$ cat src/rtl/iacl_pkg.sv
// ignition advance curve lookup: shared types, curve table and sizing constants
// used by every module of the block; depends on nothing
package iacl_pkg;

  localparam int SPEED_W      = 16;
  localparam int ADV_W        = 12;
  localparam int LIMIT_W      = 16;
  localparam int CURVE_POINTS = 16;
  localparam int SEGMENTS     = CURVE_POINTS - 1;
  localparam int SEG_W        = $clog2(CURVE_POINTS);
  localparam int TOP_SPEED    = 16000;

  localparam int FRAC_W              = 17;
  localparam int DIV_STEPS_PER_STAGE = 2;
  localparam int DIV_STAGES = (FRAC_W + DIV_STEPS_PER_STAGE - 1) / DIV_STEPS_PER_STAGE;
  localparam int PROD_W     = ADV_W + FRAC_W;

  localparam int CFG_INDEX_W = 2;
  localparam int CFG_DATA_W  = 16;

  localparam logic [CFG_INDEX_W-1:0] CFG_CRANKING_ADVANCE     = 2'd0;
  localparam logic [CFG_INDEX_W-1:0] CFG_TOP_ADVANCE          = 2'd1;
  localparam logic [CFG_INDEX_W-1:0] CFG_CRANKING_SPEED_LIMIT = 2'd2;

  localparam logic [ADV_W-1:0]   CRANKING_ADVANCE_RESET = 12'd50;
  localparam logic [ADV_W-1:0]   TOP_ADVANCE_RESET      = 12'd350;
  localparam logic [LIMIT_W-1:0] CRANKING_LIMIT_RESET   = 16'd500;

  typedef logic [ADV_W-1:0] adv_t;

  localparam adv_t ADVANCE_CURVE [CURVE_POINTS] = '{
    12'd50,  12'd60,  12'd80,  12'd100, 12'd130, 12'd160, 12'd190, 12'd220,
    12'd250, 12'd280, 12'd300, 12'd320, 12'd335, 12'd345, 12'd350, 12'd350
  };

  typedef enum logic [1:0] {
    REGION_CRANK = 2'd0,
    REGION_CURVE = 2'd1,
    REGION_TOP   = 2'd2
  } region_t;

  // fields that ride alongside the fraction divider
  typedef struct packed {
    region_t region;
    adv_t    lo_adv;
    adv_t    diff;
  } side_t;

endpackage

$ cat src/rtl/iacl_seg.sv
// ignition advance curve lookup: region decision and curve segment selection
// two register stages; depends on iacl_pkg
module iacl_seg import iacl_pkg::*; (
  input  logic               clk,
  input  logic               rst,
  input  logic               en,
  input  logic               in_valid,
  input  logic [SPEED_W-1:0] speed,
  input  logic [LIMIT_W-1:0] crank_limit,
  output logic               out_valid,
  output side_t              out_side,
  output logic [SPEED_W-1:0] out_delta,
  output logic [SPEED_W-1:0] out_width
);

  logic [SPEED_W-1:0] thresh [SEGMENTS];
  logic [SPEED_W-1:0] bound  [CURVE_POINTS];

  // thresh[i] is the first speed that falls in segment i
  assign thresh[0] = '0;
  for (genvar g = 1; g < SEGMENTS; g++) begin : g_thresh
    localparam int Thr = (g * TOP_SPEED + SEGMENTS - 1) / SEGMENTS;
    assign thresh[g] = SPEED_W'(Thr);
  end

  for (genvar g = 0; g < CURVE_POINTS; g++) begin : g_bound
    localparam int Bnd = (g * TOP_SPEED) / SEGMENTS;
    assign bound[g] = SPEED_W'(Bnd);
  end

  // stage a: compares against every segment start
  logic                  a_valid;
  region_t               a_region;
  logic [SEGMENTS-1:1]   a_therm;
  logic [SPEED_W-1:0]    a_speed;
  region_t               a_region_next;
  logic [SEGMENTS-1:1]   a_therm_next;

  always_comb begin
    if (speed < crank_limit) begin
      a_region_next = REGION_CRANK;
    end else if (speed >= SPEED_W'(TOP_SPEED)) begin
      a_region_next = REGION_TOP;
    end else begin
      a_region_next = REGION_CURVE;
    end
    for (int i = 1; i < SEGMENTS; i++) begin
      a_therm_next[i] = (speed >= thresh[i]);
    end
  end

  always_ff @(posedge clk) begin
    if (rst) begin
      a_valid <= 1'b0;
    end else if (en) begin
      a_valid <= in_valid;
    end
  end

  always_ff @(posedge clk) begin
    if (en) begin
      a_region <= a_region_next;
      a_therm  <= a_therm_next;
      a_speed  <= speed;
    end
  end

  // stage b: segment bounds, curve points and divider operands
  logic [SEG_W-1:0]   seg;
  logic [SEG_W-1:0]   nxt;
  logic [SPEED_W-1:0] lo;
  logic [SPEED_W-1:0] width_next;
  adv_t               lo_adv;
  adv_t               hi_adv;
  side_t              side_next;

  always_comb begin
    seg = '0;
    for (int i = 1; i < SEGMENTS; i++) begin
      if (a_therm[i]) begin
        seg = SEG_W'(i);
      end
    end
    nxt        = seg + 1'b1;
    lo         = bound[seg];
    width_next = bound[nxt] - lo;
    lo_adv     = ADVANCE_CURVE[seg];
    hi_adv     = ADVANCE_CURVE[nxt];
    side_next.region = a_region;
    side_next.lo_adv = lo_adv;
    // empty segment or falling curve adds nothing
    if (hi_adv >= lo_adv && width_next != '0) begin
      side_next.diff = hi_adv - lo_adv;
    end else begin
      side_next.diff = '0;
    end
  end

  always_ff @(posedge clk) begin
    if (rst) begin
      out_valid <= 1'b0;
    end else if (en) begin
      out_valid <= a_valid;
    end
  end

  always_ff @(posedge clk) begin
    if (en) begin
      out_side  <= side_next;
      out_delta <= a_speed - lo;
      out_width <= width_next;
    end
  end

  a_therm_ordered: assert property (@(posedge clk) disable iff (rst)
    a_valid |-> ((a_therm & (a_therm + 1'b1)) == '0))
    else $error("segment compares not a thermometer code");

  b_delta_in_segment: assert property (@(posedge clk) disable iff (rst)
    out_valid && out_side.region == REGION_CURVE |-> out_delta <= out_width)
    else $error("speed lies beyond its segment");

endmodule

$ cat src/rtl/iacl_div.sv
// ignition advance curve lookup: pipelined restoring divider for the
// 17-bit interpolation fraction; depends on iacl_pkg
module iacl_div import iacl_pkg::*; (
  input  logic               clk,
  input  logic               rst,
  input  logic               en,
  input  logic               in_valid,
  input  side_t              in_side,
  input  logic [SPEED_W-1:0] delta,
  input  logic [SPEED_W-1:0] width,
  output logic               out_valid,
  output side_t              out_side,
  output logic [FRAC_W-1:0]  quot
);

  logic               stg_valid [DIV_STAGES];
  side_t              stg_side  [DIV_STAGES];
  logic [SPEED_W:0]   stg_rem   [DIV_STAGES];
  logic [FRAC_W-1:0]  stg_quo   [DIV_STAGES];
  logic [SPEED_W-1:0] stg_div   [DIV_STAGES];

  for (genvar s = 0; s < DIV_STAGES; s++) begin : g_stage
    logic               prev_valid;
    side_t              prev_side;
    logic [SPEED_W:0]   prev_rem;
    logic [FRAC_W-1:0]  prev_quo;
    logic [SPEED_W-1:0] prev_div;
    logic [SPEED_W:0]   rem_next;
    logic [FRAC_W-1:0]  quo_next;

    if (s == 0) begin : g_first
      assign prev_valid = in_valid;
      assign prev_side  = in_side;
      assign prev_rem   = {1'b0, delta};
      assign prev_quo   = '0;
      assign prev_div   = width;
    end else begin : g_rest
      assign prev_valid = stg_valid[s-1];
      assign prev_side  = stg_side[s-1];
      assign prev_rem   = stg_rem[s-1];
      assign prev_quo   = stg_quo[s-1];
      assign prev_div   = stg_div[s-1];
    end

    // for curve speeds the remainder stays below the divisor, so the shift never drops a bit
    always_comb begin
      int j;
      rem_next = prev_rem;
      quo_next = prev_quo;
      for (int k = 0; k < DIV_STEPS_PER_STAGE; k++) begin
        j = s * DIV_STEPS_PER_STAGE + k;
        if (j < FRAC_W) begin
          if (j != 0) begin
            rem_next = {rem_next[SPEED_W-1:0], 1'b0};
          end
          if (rem_next >= {1'b0, prev_div}) begin
            rem_next = rem_next - {1'b0, prev_div};
            quo_next = {quo_next[FRAC_W-2:0], 1'b1};
          end else begin
            quo_next = {quo_next[FRAC_W-2:0], 1'b0};
          end
        end
      end
    end

    always_ff @(posedge clk) begin
      if (rst) begin
        stg_valid[s] <= 1'b0;
      end else if (en) begin
        stg_valid[s] <= prev_valid;
      end
    end

    always_ff @(posedge clk) begin
      if (en) begin
        stg_side[s] <= prev_side;
        stg_rem[s]  <= rem_next;
        stg_quo[s]  <= quo_next;
        stg_div[s]  <= prev_div;
      end
    end
  end

  assign out_valid = stg_valid[DIV_STAGES-1];
  assign out_side  = stg_side[DIV_STAGES-1];
  assign quot      = stg_quo[DIV_STAGES-1];

  quot_at_most_one: assert property (@(posedge clk) disable iff (rst)
    out_valid && out_side.region == REGION_CURVE |->
      !(quot[FRAC_W-1] && (quot[FRAC_W-2:0] != '0)))
    else $error("interpolation fraction above one");

endmodule

$ cat src/rtl/iacl_blend.sv
// ignition advance curve lookup: scales the curve step by the fraction and
// picks the final advance per region; depends on iacl_pkg
module iacl_blend import iacl_pkg::*; (
  input  logic              clk,
  input  logic              rst,
  input  logic              en,
  input  logic              in_valid,
  input  side_t             in_side,
  input  logic [FRAC_W-1:0] quot,
  input  adv_t              crank_adv,
  input  adv_t              top_adv,
  output logic              out_valid,
  output adv_t              spark_advance,
  output logic [1:0]        speed_region
);

  logic              m_valid;
  region_t           m_region;
  adv_t              m_lo_adv;
  logic [PROD_W-1:0] m_prod;
  adv_t              adv_next;

  always_ff @(posedge clk) begin
    if (rst) begin
      m_valid <= 1'b0;
    end else if (en) begin
      m_valid <= in_valid;
    end
  end

  always_ff @(posedge clk) begin
    if (en) begin
      m_region <= in_side.region;
      m_lo_adv <= in_side.lo_adv;
      m_prod   <= PROD_W'(in_side.diff) * PROD_W'(quot);
    end
  end

  always_comb begin
    case (m_region)
      REGION_CRANK: adv_next = crank_adv;
      REGION_TOP:   adv_next = top_adv;
      REGION_CURVE: adv_next = m_lo_adv + m_prod[FRAC_W-1+ADV_W-1:FRAC_W-1];
      default:      adv_next = m_lo_adv;
    endcase
  end

  always_ff @(posedge clk) begin
    if (rst) begin
      out_valid <= 1'b0;
    end else if (en) begin
      out_valid <= m_valid;
    end
  end

  always_ff @(posedge clk) begin
    if (en) begin
      spark_advance <= adv_next;
      speed_region  <= m_region;
    end
  end

endmodule

$ cat src/rtl/ignition_advance_curve_lookup.sv
// Spark advance lookup from engine speed over a fixed 16-point curve.
// Takes one speed per cycle while in_stall is low and returns one advance per
// speed, in order: two stages of region and segment selection, a 9-stage divider
// that makes two bits of the interpolation fraction per stage (one in the last),
// and two stages of multiply and final select, 13 register stages in all. A
// one-entry skid register in front holds a request taken while the pipeline is
// frozen and is bypassed otherwise. A stall on a valid output freezes the whole
// pipeline; the input stall is raised once the skid register has filled with such
// a request. Configuration registers are read as the item passes, so write them
// only while the pipeline is empty. Depends on iacl_pkg, iacl_seg, iacl_div,
// iacl_blend.
module ignition_advance_curve_lookup import iacl_pkg::*; (
  input  logic                   clk,
  input  logic                   rst,
  input  logic                   write_enable,
  input  logic [CFG_INDEX_W-1:0] write_index,
  input  logic [CFG_DATA_W-1:0]  write_data,
  input  logic                   in_valid,
  output logic                   in_stall,
  input  logic [SPEED_W-1:0]     engine_speed,
  output logic                   out_valid,
  input  logic                   out_stall,
  output logic [ADV_W-1:0]       spark_advance,
  output logic [1:0]             speed_region
);

  adv_t               cranking_advance;
  adv_t               top_advance;
  logic [LIMIT_W-1:0] cranking_speed_limit;

  always_ff @(posedge clk) begin
    if (rst) begin
      cranking_advance     <= CRANKING_ADVANCE_RESET;
      top_advance          <= TOP_ADVANCE_RESET;
      cranking_speed_limit <= CRANKING_LIMIT_RESET;
    end else if (write_enable) begin
      case (write_index)
        CFG_CRANKING_ADVANCE:     cranking_advance     <= write_data[ADV_W-1:0];
        CFG_TOP_ADVANCE:          top_advance          <= write_data[ADV_W-1:0];
        CFG_CRANKING_SPEED_LIMIT: cranking_speed_limit <= write_data[LIMIT_W-1:0];
        default: ;
      endcase
    end
  end

  // pipeline moves unless a finished request is held at the output
  logic               en;
  logic               skid_full;
  logic [SPEED_W-1:0] skid_speed;
  logic               accept;
  logic               src_valid;
  logic [SPEED_W-1:0] src_speed;

  assign en        = !(out_valid && out_stall);
  assign in_stall  = skid_full;
  assign accept    = in_valid && !skid_full;
  assign src_valid = skid_full || in_valid;
  assign src_speed = skid_full ? skid_speed : engine_speed;

  always_ff @(posedge clk) begin
    if (rst) begin
      skid_full <= 1'b0;
    end else if (en) begin
      skid_full <= 1'b0;
    end else if (accept) begin
      skid_full <= 1'b1;
    end
  end

  always_ff @(posedge clk) begin
    if (!en && accept) begin
      skid_speed <= engine_speed;
    end
  end

  logic               seg_valid;
  side_t              seg_side;
  logic [SPEED_W-1:0] seg_delta;
  logic [SPEED_W-1:0] seg_width;
  logic               div_valid;
  side_t              div_side;
  logic [FRAC_W-1:0]  div_quot;

  iacl_seg u_seg (
    .clk        (clk),
    .rst        (rst),
    .en         (en),
    .in_valid   (src_valid),
    .speed      (src_speed),
    .crank_limit(cranking_speed_limit),
    .out_valid  (seg_valid),
    .out_side   (seg_side),
    .out_delta  (seg_delta),
    .out_width  (seg_width)
  );

  iacl_div u_div (
    .clk      (clk),
    .rst      (rst),
    .en       (en),
    .in_valid (seg_valid),
    .in_side  (seg_side),
    .delta    (seg_delta),
    .width    (seg_width),
    .out_valid(div_valid),
    .out_side (div_side),
    .quot     (div_quot)
  );

  iacl_blend u_blend (
    .clk          (clk),
    .rst          (rst),
    .en           (en),
    .in_valid     (div_valid),
    .in_side      (div_side),
    .quot         (div_quot),
    .crank_adv    (cranking_advance),
    .top_adv      (top_advance),
    .out_valid    (out_valid),
    .spark_advance(spark_advance),
    .speed_region (speed_region)
  );

  skid_fills_only_on_stall: assert property (@(posedge clk) disable iff (rst)
    $rose(skid_full) |-> $past(out_valid && out_stall))
    else $error("skid register filled while the pipeline was moving");

  skid_drains_on_move: assert property (@(posedge clk) disable iff (rst)
    skid_full && en |=> !skid_full)
    else $error("skid register kept a request the pipeline took");

endmodule

$ cat config.mk
export PLATFORM = sky130hd
export DESIGN_NAME = ignition_advance_curve_lookup
export DESIGN_NICKNAME = d
export VERILOG_FILES = /design/src/rtl/iacl_pkg.sv /design/src/rtl/iacl_seg.sv /design/src/rtl/iacl_div.sv /design/src/rtl/iacl_blend.sv /design/src/rtl/ignition_advance_curve_lookup.sv
export SDC_FILE = /design/constraint.sdc
export NUM_CORES = 2
export LEC_CHECK = 0
export BUFFER_PORTS_ARGS = -buffer_cell sky130_fd_sc_hd__buf_2
export CAP_MARGIN = 30
export CORE_MARGIN = 5
export CORE_UTILIZATION = 55
export DETAILED_ROUTE_END_ITERATION = 6
export HOLD_SLACK_MARGIN = 0.15
export PLACE_DENSITY = 0.71
export SYNTH_ARGS = -nofsm -noshare
export SYNTH_HDL_FRONTEND = slang
export SYNTH_SLANG_ARGS = --single-unit
$ cat constraint.sdc
create_clock -name clk -period 66.8 [get_ports clk]
set_clock_uncertainty 0.1 [all_clocks]
set_input_delay 6.68 -clock clk [delete_from_list [all_inputs] [get_ports clk]]
set_output_delay 6.68 -clock clk [all_outputs]
set_load 0.03 [all_outputs]
==> qor.yml <==
route:
  post_drt_wl_per_cell_um: 17.6
  drt-initial-drc-count: 2101
  vias_per_cell: 5.68
  wl_um: 95200
  ant_nets: 0
  dr.pass1.iters: 6
  route.met2.wl_um: 45600
  top_layer: "met4"
  met3_length_um: 4170
  m1WireLength_um: 42600
  drc: 0
  num_vias: 30800
cts:
  htreeDepth: 3
  cts.sinks: 737
  cts_setup_buffers: 0
  insertion_delay_ns: 0.66
  cts_tree: "done"
  cts_root_buffer: "clkbuf_16"
  clock_path_buffers: 3
  ctsResizeCount: 0
  postCtsHoldBufs: 0
  path_clk_slew_ns: 0.06
  cts_buffers: 78
synth:
  syn_nets: 4743
  synth_cell_types: 98
  yosys.area_share.simple_pct: 10.7
  synth_compound_area_share_pct: 12.3
  synth_xor_area_share_pct: 4.58
  synth_warnings: 0
  avgSynthCellArea_um2: 11.3
  synthArstFlopShare_pct: 0
  netlist_instances: 4156
  synth-edff-count: 692
  ys_seq_elements: 737
  synthFlopType: "edfxtp_1"
  ys_seq_area_share_pct: 46.3
  synth_area_mm2: 0.0469
  synth_top_family_by_area: "adder cells"
  synth_fa_ha_area_share_pct: 17.2
  muxShareOfSynthArea_pct: 4.92
sta:
  rsz0062_at_grt: "false"
  fmax_ghz: 0.0997
  finalCriticalPeriod_ns: 10.03
  setup_violations: 0
  tns_ns: 0
  slew_headroom_pct: 29.5
  hold_violations: 0
  fin_crit_sh_pct: 15.0
  finalMaxSlewViolations: 0
  tightest_slew_ns: 1.06
floorplan:
  die_y_um: 302
  die_w_um: 302
  ios: 55
  die_area_mm2: 0.0912
  initial_utilization_pct: 55.2
  core_area_mm2: 0.0849
  row_count: 107
setup_path:
  start_kind: "input pin"
  critPathRequiredTime_ns: 66.94
  cp_max_fo: 192
  critPathCaptureType: "flip-flop"
  crit_type: "in2reg"
  rr_worst_depth: 21
  crit_arrival_ns: 10.18
global_routing:
  antenna_found_initial: 0
  grt_use_total_pct: 20.9
  grt_pass1_wl_um: 155000
  grt_pass1_vias: 30600
  gr-total-overflow: 0
  grt_max_degree: 193
final_layout:
  final_common_cell: "edfxtp_1"
  area_growth_pct: 8.82
  layout.nets: 4796
  multi_input_area_mm2: 0.0233
  diodes: 0
  nFillCells: 6832
  mostFrequentLayoutCells: "edfxtp_1, ha_1, inv_1"
  drive_gt1_share_pct: 10.3
  ff_latch_area_mm2: 0.0217
placed_design:
  gp_congestion: 0.898
  dpl.hpwl_um: 70000
  io_buffers: 54
status:
  status: "finished, final reports clean"
hold_path:
  hold_depth: 0
  hp-class: "reg2reg"
run:
  cap_violations: 0
-- per-layer routing --
metal  up-vias  track usage, %
met5         -               0
met4         0            6.83
met3       177            2.56
met2       660            35.0
met1     14800            28.6
li1      15100               -
-- cell usage after synthesis (all sizes together), types with 6 or more instances --
| library cell | instances | share of area (%) |
|---|---|---|
| o22ai | 11 | 0.15 |
| or3 | 15 | 0.20 |
| clkbuf | 78 | 0.62 |
| a31oi | 27 | 0.36 |
| a221oi | 8 | 0.16 |
| nor3 | 75 | 0.80 |
| xor2 | 76 | 1.4 |
| a211o | 18 | 0.34 |
| and2 | 96 | 1.3 |
| o31a | 13 | 0.24 |
| mux2 | 161 | 4.0 |
| xnor2 | 169 | 3.2 |
| dfxtp | 45 | 1.9 |
| nand2b | 39 | 0.52 |
| o21bai | 34 | 0.54 |
| o21a | 54 | 0.86 |
| or2 | 22 | 0.29 |
| and3 | 11 | 0.15 |
| fa | 161 | 6.9 |
| nor2b | 37 | 0.50 |
| o2111ai | 9 | 0.18 |
| inv | 388 | 3.1 |
| mux4 | 9 | 0.43 |
| o211ai | 15 | 0.25 |
| a21oi | 263 | 2.8 |
| nand3b | 17 | 0.27 |
| ha | 387 | 10 |
| buf | 27 | 0.35 |
| nand3 | 62 | 0.67 |
| nand2 | 381 | 3.1 |
| a31o | 15 | 0.28 |
| a221o | 6 | 0.13 |
| a21o | 96 | 1.5 |
| o31ai | 26 | 0.43 |
| nor4 | 12 | 0.17 |
| nand4 | 45 | 0.60 |
| edfxtp | 692 | 44 |
| o41ai | 8 | 0.15 |
| a211oi | 33 | 0.54 |
| mux2i | 24 | 0.51 |
| nor2 | 214 | 1.7 |
| o21ai | 185 | 2.0 |
| a21boi | 13 | 0.22 |
-- area by class of cell --
class,count,share of cell area (%)
clock buffer,95,3.95
clock inverter,48,1.13
inverter,391,2.88
multi-input combinational,2923,45.7
sequential,737,42.5
tap,1144,2.81
timing repair buffer,78,1.03
-- kinds of logic (layout without fill, tap and decap cells) --
group	after synthesis	in the layout
compound gates	887	887
xor+xnor	245	245
fa+ha+maj	548	548
buf+inv	496	612
flops	737	737
mux	194	194
simple gates	1049	1049
-- critical path, cell delays in order --
cell and delay, ns:
buf_2 0.14, nand2_4 0.29, buf_12 0.68, buf_4 0.76, buf_4 0.29, buf_16 0.32, buf_4 0.83
-- per-stage QoR --
step                instance area [µm²]  worst slack (ns)  hold slack, ns  util, %  std cells
CTS                               50900             56.31           0.288     60.0       5413
detailed placement                48300             55.64           0.305     56.9       5270
floorplan                         46900             39.87           0.300        -       4156
global placement                  48300             55.72           0.300     56.9       5268
global route                      51000             56.44           0.296     60.1       5416
finish                            51000             56.77           0.301     60.1       5416
-- worst paths after layout --
path	slack, ns	end	from
max	56.77	u_div.stg_rem[0][46]	out_stall
min	0.30	u_div.stg_side[0][225]	u_div.stg_side[0][199]
max reg2reg	60.13	u_seg.out_side[3]	u_seg.a_therm[7]
min reg2reg	0.30	u_div.stg_side[0][225]	u_div.stg_side[0][199]
-- sequential cells by signal, indices dropped and copies added, names as in the netlist, 9 cells and up --
signal and cells:
cranking_advance 12, cranking_speed_limit 16, skid_speed 16, top_advance 12, u_blend.m_lo_adv 9, u_blend.m_prod 12, u_blend.spark_advance 12, u_div.stg_div 120
u_div.stg_quo 89, u_div.stg_rem 128, u_div.stg_side 207, u_div.stg_valid 9, u_seg.a_speed 16, u_seg.a_therm 14, u_seg.out_delta 16, u_seg.out_side 23
u_seg.out_width 15
Power is not shown: default switching activity piles up to over one toggle a cycle in this logic, so the estimate is an artifact.
